## src/design/deq_pkg.sv

```systemverilog
package deq_pkg;

   localparam int FuncW        = 3;
   localparam int WordW        = 32;
   localparam int CountOutW    = 11;
   localparam int DefaultDepth = 1024;

   localparam logic [FuncW-1:0] FUNC_NONE       = 3'd0;
   localparam logic [FuncW-1:0] FUNC_PUSH_FRONT = 3'd1;
   localparam logic [FuncW-1:0] FUNC_PUSH_BACK  = 3'd2;
   localparam logic [FuncW-1:0] FUNC_POP_FRONT  = 3'd3;
   localparam logic [FuncW-1:0] FUNC_POP_BACK   = 3'd4;

   localparam logic signed [WordW-1:0] NegOne = '1;

   typedef struct packed {
      logic signed [WordW-1:0] popped;
      logic [CountOutW-1:0]    count;
      logic                    is_empty;
      logic signed [WordW-1:0] front_word;
      logic signed [WordW-1:0] back_word;
      logic                    overflow;
   } rsp_type;

endpackage

```

## src/design/deq_rsp_if.sv

```systemverilog
interface deq_rsp_if;
   logic                             valid;
   logic                             ready;
   logic signed [deq_pkg::WordW-1:0] popped;
   logic [deq_pkg::CountOutW-1:0]    count;
   logic                             is_empty;
   logic signed [deq_pkg::WordW-1:0] front_word;
   logic signed [deq_pkg::WordW-1:0] back_word;
   logic                             overflow;

   modport source (output valid, output popped, output count, output is_empty,
                   output front_word, output back_word, output overflow, input ready);
   modport sink   (input valid, input popped, input count, input is_empty,
                   input front_word, input back_word, input overflow, output ready);
endinterface

```

## src/design/deq_rsp_buf.sv

```systemverilog
module deq_rsp_buf (
   input  logic             clock,
   input  logic             reset,
   input  logic             wr_valid,
   input  deq_pkg::rsp_type wr_data,
   output logic             full,
   deq_rsp_if.source        rsp
);

   deq_pkg::rsp_type entry_ff [2];
   logic       wr_ptr_ff, wr_ptr_in;
   logic       rd_ptr_ff, rd_ptr_in;
   logic [1:0] cnt_ff, cnt_in;
   logic       take;

   assign take = rsp.valid && rsp.ready;
   assign full = (cnt_ff == 2'd2);

   always_comb begin
      wr_ptr_in = wr_ptr_ff;
      rd_ptr_in = rd_ptr_ff;
      cnt_in    = cnt_ff;
      if (wr_valid) begin
         wr_ptr_in = ~wr_ptr_ff;
      end
      if (take) begin
         rd_ptr_in = ~rd_ptr_ff;
      end
      case ({wr_valid, take})
         2'b10:   cnt_in = cnt_ff + 2'd1;
         2'b01:   cnt_in = cnt_ff - 2'd1;
         default: cnt_in = cnt_ff;
      endcase
   end

   always_ff @(posedge clock) begin
      if (reset) begin
         wr_ptr_ff <= 1'b0;
         rd_ptr_ff <= 1'b0;
         cnt_ff    <= 2'd0;
      end else begin
         wr_ptr_ff <= wr_ptr_in;
         rd_ptr_ff <= rd_ptr_in;
         cnt_ff    <= cnt_in;
      end
   end

   always_ff @(posedge clock) begin
      if (wr_valid) begin
         entry_ff[wr_ptr_ff] <= wr_data;
      end
   end

   assign rsp.valid      = (cnt_ff != 2'd0);
   assign rsp.popped     = entry_ff[rd_ptr_ff].popped;
   assign rsp.count      = entry_ff[rd_ptr_ff].count;
   assign rsp.is_empty   = entry_ff[rd_ptr_ff].is_empty;
   assign rsp.front_word = entry_ff[rd_ptr_ff].front_word;
   assign rsp.back_word  = entry_ff[rd_ptr_ff].back_word;
   assign rsp.overflow   = entry_ff[rd_ptr_ff].overflow;

endmodule
```

## src/flat_wrapper.sv

```systemverilog
// flat-port wrapper written by rule: the top's interface ports become plain ports
module deq_rsp_buf_flat 
  (clock, reset, wr_valid, wr_data, full, rsp_valid, rsp_popped, rsp_count, rsp_is_empty, rsp_front_word, rsp_back_word, rsp_overflow, rsp_ready);
  deq_rsp_if rsp_i ();
  input  logic clock;
  input  logic reset;
  input  logic wr_valid;
  input  deq_pkg::rsp_type wr_data;
  output logic full;
  output wire logic [$bits(rsp_i.valid)-1:0] rsp_valid;
  output wire logic [$bits(rsp_i.popped)-1:0] rsp_popped;
  output wire logic [$bits(rsp_i.count)-1:0] rsp_count;
  output wire logic [$bits(rsp_i.is_empty)-1:0] rsp_is_empty;
  output wire logic [$bits(rsp_i.front_word)-1:0] rsp_front_word;
  output wire logic [$bits(rsp_i.back_word)-1:0] rsp_back_word;
  output wire logic [$bits(rsp_i.overflow)-1:0] rsp_overflow;
  input wire logic [$bits(rsp_i.ready)-1:0] rsp_ready;
  assign rsp_valid = rsp_i.valid;
  assign rsp_popped = rsp_i.popped;
  assign rsp_count = rsp_i.count;
  assign rsp_is_empty = rsp_i.is_empty;
  assign rsp_front_word = rsp_i.front_word;
  assign rsp_back_word = rsp_i.back_word;
  assign rsp_overflow = rsp_i.overflow;
  assign rsp_i.ready = rsp_ready;
  deq_rsp_buf u_core (.clock(clock), .reset(reset), .wr_valid(wr_valid), .wr_data(wr_data), .full(full), .rsp(rsp_i));
endmodule
```

## config.mk

```make
export PLATFORM = sky130hd
export DESIGN_NAME = deq_rsp_buf_flat
export DESIGN_NICKNAME = d
export VERILOG_FILES = /design/src/design/deq_pkg.sv /design/src/design/deq_rsp_if.sv /design/src/design/deq_rsp_buf.sv /design/src/flat_wrapper.sv
export SDC_FILE = /design/constraint.sdc
export NUM_CORES = 1
export LEC_CHECK = 0
export ABC_AREA = 0
export BUFFER_PORTS_ARGS = -buffer_cell sky130_fd_sc_hd__buf_2
export CELL_PAD_IN_SITES_DETAIL_PLACEMENT = 1
export CELL_PAD_IN_SITES_GLOBAL_PLACEMENT = 1
export CORE_UTILIZATION = 40
export CTS_BUF_LIST = sky130_fd_sc_hd__clkbuf_4 sky130_fd_sc_hd__clkbuf_8
export DETAILED_ROUTE_END_ITERATION = 6
export GPL_TIMING_DRIVEN = 1
export PLACE_DENSITY = 0.72
export SLEW_MARGIN = 20
export SYNTH_ARGS = -nofsm -noshare
export SYNTH_HDL_FRONTEND = slang
export SYNTH_SLANG_ARGS = --single-unit
```

## constraint.sdc

```tcl
create_clock -name clock -period 17.7 [get_ports clock]
set_input_delay 5.31 -clock clock [delete_from_list [all_inputs] [get_ports clock]]
set_output_delay 5.31 -clock clock [all_outputs]
set_load 0.005 [all_outputs]
```

==> results.md, run 1 <==
* Overflow after GRT at 0
* CTS tree: done
* Syn Inst Count at 362
* TritonCTS Buffers at 40
* Initial core utilization at between 40% and 50%
* Switching power at about 0.32 mW
* Gate power share at 17.8%
* First-pass GRT wire length at 25060 um
* Post-synthesis compound-gate area fraction at less than 1%
* Initial DRT Pass Iterations at 5
* Min cycle time layout at approximately 8.0 ns
* Vias per inst at around 4.7
* Async SR Flop Fraction at 0%
* Number of synthesized flops with an enable pin at ~220
* CP max FO at 67
* Routed len/inst at around 18 um
* Max_cap viols at 0
* Critical path arrival at ~2.7 ns
* Hold Fails Final Rpt at 0
* HP Class: flip-flop to flip-flop
* Hold Path Origin: u_core.rd_ptr_ff$_SDFFE_PP0P_
* Layout cells sized above 1 at around three fifths
* IO Pins at about 220
* Final Max Tran Viols at 0
* RSZ-0062 raised after global routing: no
* Area delta synth->final at 26.74%
* Synth area leaders: edfxtp_1 (81%), mux2_2 (15%), dfxtp_1 (1.2%), buf_2 (0.62%), xnor2_1 (0.33%)
* Seq cells post-synth at about 220
* Placement Setup Slack at approximately 10 ns
* Total Wirelength at roughly 17000 um
* Warnings from Yosys at 0
* Placed cell area at 9480 um^2
* Clock transition at the registers of the reported paths at ~0.05 ns
* Port buffer count at around 220
* Fin nets at ~730
* Clock sink total at 223
* Die ar. at 20730 um^2
* Worst-margin pin slew at approximately 0.92 ns
* Largest net degree at the start of global routing at 68
* Synth Area per Inst at around 22 um^2
* Post-CTS Hold Buffers at 0
* Reg area at 6650 um^2
* Final Cell Area at about 10000 um^2
* Largest family of logic cells by synthesized area: multiplexers
* Synthesized area at 8061 um^2
* CTS resizes at 0
* Vias at around 4200
* Worst endpoint required time at approximately 12 ns
* Worst-case clock buffer depth at 3
* Main flop type after synthesis: edfxtp_1
* Rel. slew slack at roughly two fifths
* Area of the multi-input gates at ~1300 um^2
* Core Region at 19590 um^2
* Seq pwr share at approximately 50%
* Worst vdd ir at just under 0.08 mV
* Internal Power at roughly 1.0 mW
* Layout fillers at 1896
* Status: finished, final reports clean
* H-tree levels at 2
* Achievable frequency at between 0.1 and 0.15 GHz
* Post-synth top area share at 81.20%
* Post-synthesis cell type count at 17
* Clock latency on the worst-skew pair at slightly above 0.5 ns
* Clk root buf: clkbuf_8
* Startpoint types: flip-flop
* Net Count, Synth at around 480
* Die height at roughly 140 um
* # setup viols final at 0
* Crit path kind: flip-flop to output port
* DRC viols at 0
* Sequential-to-total area share from yosys stat at between 80% and 90%
* Post-synthesis simple-gate area fraction at less than 1%
* Commonest cells post-synth: edfxtp_1 (218), mux2_2 (109), buf_2 (10)
* FF-to-FF setup slack at between 15 and 20 ns
* Clock Power Share at 33.5%
* CP Capture Type: output port
* Post-synthesis mux area share at approximately 15%
* Pwr/cell area at 129.3 nW/um^2
* Synth area leader: edfxtp_1
* Most numerous cell in the Yosys netlist: edfxtp_1
* Die width at 144.0 um
* All-Layer GR Usage at 16.22%
* Period utilisation layout at a little under half
* Final worst setup slack at roughly 9.7 ns
* Initial antenna violation count at 4
* Critical R2R Launch: u_core.wr_ptr_ff$_SDFFE_PP0P_
* Xor-xnor portion of the synthesized cell area at less than 1%
* LEAKAGE at around 3.8 nW
* Antenna Violating Nets Remaining at 0
* Final core utilization at a little over half
* Iteration-0 DRC count of the detailed router at 145
* Row cnt at between 50 and 60
* GPL Wtd Cong at 0.6906
* Final HPWL DP at ~11000 um
* Hold slack at about 0.52 ns
* Sw Share at approximately a quarter
* Vias in the first global route at between 4000 and 5000
* Layout Skew at 0.01101 ns
* Final TNS setup at 0 ns
* Post-CTS Setup Bufs at 0
* Synth Area in Adders at less than 1%
area by class of cell:
class | instances | area share, %
Timing Repair Buffer | 227 | 11.22
Inverter | 1 | 0.03674
Clock inverter | 10 | 0.6735
Tap cell | 265 | 3.245
Antenna cell | 3 | 0.07348
Clock buffer | 53 | 6.466
Multi-Input combinational cell | 126 | 13.20
Sequential cell | 223 | 65.09
registers in the layout, indices dropped and copies added, names as in the netlist, named ones only:
register,flops
u_core.wr_ptr_ff,1
u_core.cnt_ff,2
u_core.entry_ff,218
u_core.rd_ptr_ff,1
power groups by stage:
| stage | Combinational [mW] | Clock (mW) | Sequential, mW |
|---|---|---|---|
| 3_5_place_dp | 0.239 | 0 | 0.656 |
| 4_1_cts | 0.241 | 0.458 | 0.646 |
| 2_1_floorplan | 0.153 | 0 | 0.640 |
| 6_report | 0.235 | 0.442 | 0.645 |
| 3_3_place_gp | 0.234 | 0 | 0.653 |
| 5_1_grt | 0.257 | 0.479 | 0.650 |
worst paths after layout:
check	cells past startpoint	to
max	3	rsp_popped[24]
min	2	flip-flop
min reg2reg	2	flip-flop
max reg2reg	2	u_core.entry_ff[1][48]$_DFFE_PP_
critical path: stages, from the launching register on:
cell     delay, ns
dfxtp_4       0.72
buf_4         0.77
mux2_2        0.44
buf_2         0.13
per-layer routing:
metal	up-vias	track usage, %	part of all wire (%)
li1	1953	-	-
met4	2	6.439	1.8
met5	-	0	0.048
met1	2099	18.33	38
met2	160	27.87	52
met3	29	5.798	8.5
stage by stage:
| stage | std cells | power, mW |
|---|---|---|
| CTS | 905 | 1.344 |
| finish | 908 | 1.321 |
| global placement | 842 | 0.8866 |
| global route | 906 | 1.386 |
| floorplan | 362 | 0.7938 |
| detailed placement | 842 | 0.8946 |
cell usage in the layout, fill, tap and decap left out, types with 3 or more instances in the layout:
cell,count
dfxtp_1,4
buf_4,4
clkinv_1,8
clkbuf_4,11
nor2_1,4
edfxtp_1,218
buf_2,223
xnor2_1,3
clkbuf_8,42
diode_2,3
mux2_2,109
kinds of logic after synthesis:
kind of cell	after synthesis
adder cells (fa/ha/maj)	1
flip-flops	223
AO/OA/AOI/OAI	3
multiplexers	109
buffers and inverters	13
XOR/XNOR	4
AND/OR/NAND/NOR	9
(Power assumes the default switching activity.)
==> run 2, diff against run 1 <==
--- a/config.mk
+++ b/config.mk
@@ -5,7 +5,7 @@
 export SDC_FILE = /design/constraint.sdc
 export NUM_CORES = 1
 export LEC_CHECK = 0
-export ABC_AREA = 0
+export ABC_AREA = 1
 export BUFFER_PORTS_ARGS = -buffer_cell sky130_fd_sc_hd__buf_2
 export CELL_PAD_IN_SITES_DETAIL_PLACEMENT = 1
 export CELL_PAD_IN_SITES_GLOBAL_PLACEMENT = 1
@@ -13,7 +13,7 @@
 export CTS_BUF_LIST = sky130_fd_sc_hd__clkbuf_4 sky130_fd_sc_hd__clkbuf_8
 export DETAILED_ROUTE_END_ITERATION = 6
 export GPL_TIMING_DRIVEN = 1
-export PLACE_DENSITY = 0.72
+export PLACE_DENSITY = 0.75
 export SLEW_MARGIN = 20
 export SYNTH_ARGS = -nofsm -noshare
 export SYNTH_HDL_FRONTEND = slang
==> constraint.sdc (replaced) <==
create_clock -name clock -period 6.4 [get_ports clock]
set_input_delay 1.92 -clock clock [delete_from_list [all_inputs] [get_ports clock]]
set_output_delay 1.92 -clock clock [all_outputs]
set_load 0.005 [all_outputs]
==> run 2 against run 1 <==
Via count increased by 2.3%. Wire length increased by 4.4%. Final cell count rose by 1.4%. Flip-flop and latch count unchanged. Synthesized cell count grew 3.9%. Register-to-register slack got worse by 11 ns. Clock skew shrank 0.0012 ns.
==> results.md, run 2 <==
* Clk root buf: clkbuf_8
* Final worst setup slack at 2.399 ns
* Worst-margin pin slew at between 0.7 and 0.8 ns
* Main flop type after synthesis: edfxtp_1
* Seq pwr share at between 50% and 60%
* Placed cell area at ~9500 um^2
* All-Layer GR Usage at 16.34%
* Area of the multi-input gates at ~1400 um^2
* Critical R2R Launch: u_core.wr_ptr_ff$_SDFFE_PP0P_
* First-pass GRT wire length at ~25000 um
* Initial antenna violation count at 2
* Post-CTS Setup Bufs at 0
* Internal Power at approximately 2.6 mW
* Initial DRT Pass Iterations at 4
* Initial core utilization at about 41%
* Final Cell Area at 10290 um^2
* Overflow after GRT at 0
* Clock sink total at between 200 and 250
* Sequential-to-total area share from yosys stat at ~82%
* LEAKAGE at ~3.9 nW
* Antenna Violating Nets Remaining at 0
* Area delta synth->final at 26.68%
* CP Capture Type: output port
* Layout cells sized above 1 at 60.40%
* Hold Path Origin: u_core.cnt_ff[0]$_SDFFE_PP0P_
* CTS tree: done
* Clock Power Share at 36.6%
* Gate power share at a little over a tenth
* Worst endpoint required time at approximately 4.5 ns
* Die height at 144.5 um
* Async SR Flop Fraction at 0%
* Seq cells post-synth at about 220
* Routed len/inst at roughly 19 um
* Synthesized area at 8127 um^2
* Final TNS setup at 0 ns
* Die ar. at ~21000 um^2
* Number of synthesized flops with an enable pin at ~220
* Synth area leader: edfxtp_1
* CTS resizes at 0
* Post-synthesis cell type count at 14
* Final HPWL DP at roughly 12000 um
* Status: finished, final reports clean
* Most frequent cells in the layout: buf_2 (223), edfxtp_1 (218), mux2_2 (99)
* Vias at approximately 4300
* Placement Setup Slack at between 2 and 2.5 ns
* Largest net degree at the start of global routing at 81
* Row cnt at 51
* HP Class: flip-flop to flip-flop
* Commonest cells post-synth: edfxtp_1 (218), mux2_2 (99), mux2_4 (10), nor2_1 (10)
* Switching power at between 0.7 and 0.8 mW
* Reg area at about 6700 um^2
* Worst-case clock buffer depth at 3
* Net Count, Synth at ~500
* Iteration-0 DRC count of the detailed router at 147
* Layout Skew at 0.009807 ns
* Most numerous cell in the Yosys netlist: edfxtp_1
* DRC viols at 0
* Vias per inst at around 4.7
* Hold Fails Final Rpt at 0
* Pwr/cell area at 319.7 nW/um^2
* Total power at approximately 3.3 mW
* Top flop regs: u_core.entry_ff (218), u_core.cnt_ff (2)
* Final core utilization at between 50% and 60%
* CP max FO at 31
* Worst vdd ir at around 0.17 mV
* Crit path kind: flip-flop to output port
* Port buffer count at around 220
* Post-synth top area share at between 80% and 90%
* Biggest register: u_core.entry_ff
* Clock latency on the worst-skew pair at 0.50 ns
* Post-CTS Hold Buffers at 0
* Final std cells w/o fill at 921
* H-tree levels at 2
* IO Pins at between 200 and 250
* Sw Share at a little over a fifth
* Commonest non-fill, non-tap cell in the layout: buf_2
* Clock transition at the registers of the reported paths at approximately 0.060 ns
* Fin nets at between 700 and 800
* Synth Area per Inst at roughly 22 um^2
* Startpoint types: flip-flop
* Synth area leaders: edfxtp_1 (81%), mux2_2 (14%), mux2_4 (1.8%), dfxtp_1 (1.2%), buf_2 (0.55%)
* Period utilisation layout at between 60% and 70%
* Core Region at between 15000 and 20000 um^2
* Max FFs per register at roughly 220
* Achievable frequency at about 0.25 GHz
* Warnings from Yosys at 0
* Layout fillers at 1902
* Min cycle time layout at between 4 and 5 ns
* Vias in the first global route at approximately 4800
* TritonCTS Buffers at 38
* Final Max Tran Viols at 0
* RSZ-0062 raised after global routing: no
* GPL Wtd Cong at ~0.75
* Die width at 144.5 um
* Hold slack at 0.5129 ns
* Max_cap viols at 0
* Syn Inst Count at ~380
* Rel. slew slack at between 40 and 50%
* # setup viols final at 0
* Total Wirelength at between 15000 and 20000 um
* Critical path arrival at approximately 2.1 ns
* Placed Cells at 856
==> run 2: worst paths after layout <==
kind                                            end  cells after the start  slack (ns)
setup reg to reg  u_core.entry_ff[1][102]$_DFFE_PP_                      3        4.33
setup / recovery                     rsp_popped[30]                      3        2.40
hold reg to reg       u_core.cnt_ff[0]$_SDFFE_PP0P_                      1        0.51
hold / removal        u_core.cnt_ff[0]$_SDFFE_PP0P_                      1        0.51
==> run 2: worst max-delay path: stages (launching register included) <==
cell	delay, ns
dfxtp_4	0.57
buf_4	0.45
mux2_2	0.40
buf_2	0.13
==> run 2: power groups by stage <==
stage / Sequential (mW) / Combinational, mW / Clock, mW
2_1_floorplan: 1.74 / 0.204 / 0
3_3_place_gp: 1.77 / 0.329 / 0
3_5_place_dp: 1.78 / 0.343 / 0
4_1_cts: 1.75 / 0.345 / 1.25
5_1_grt: 1.73 / 0.393 / 1.31
6_report: 1.73 / 0.361 / 1.20
==> run 2: kinds of logic (layout without fill, tap and decap cells) <==
kind of cell,Yosys count,count (layout),synth area share [%]
other,0,2,0
multiplexers,109,109,15.57
buffers and inverters,21,299,1.386
adder cells (fa/ha/maj),1,1,0.1539
AO/OA/AOI/OAI,3,3,0.1847
AND/OR/NAND/NOR,19,19,0.9239
flip-flops,223,223,81.79
==> run 2: cell type report <==
type                            count  area share, %
Multi-Input combinational cell    132          13.36
Antenna cell                        2        0.04861
Inverter                            9         0.3768
Tap cell                          265          3.221
Sequential cell                   223          64.60
Clock buffer                       55          6.745
Clock inverter                      7         0.2552
Timing Repair Buffer              228          11.40
==> run 2: layer usage <==
layer	track usage, %	share of wire (%)	wire, um
met1	17.11	37	6421
met2	29.76	54	9511
met3	5.265	6.7	1176
met4	7.147	1.9	337
met5	0	0.17	29
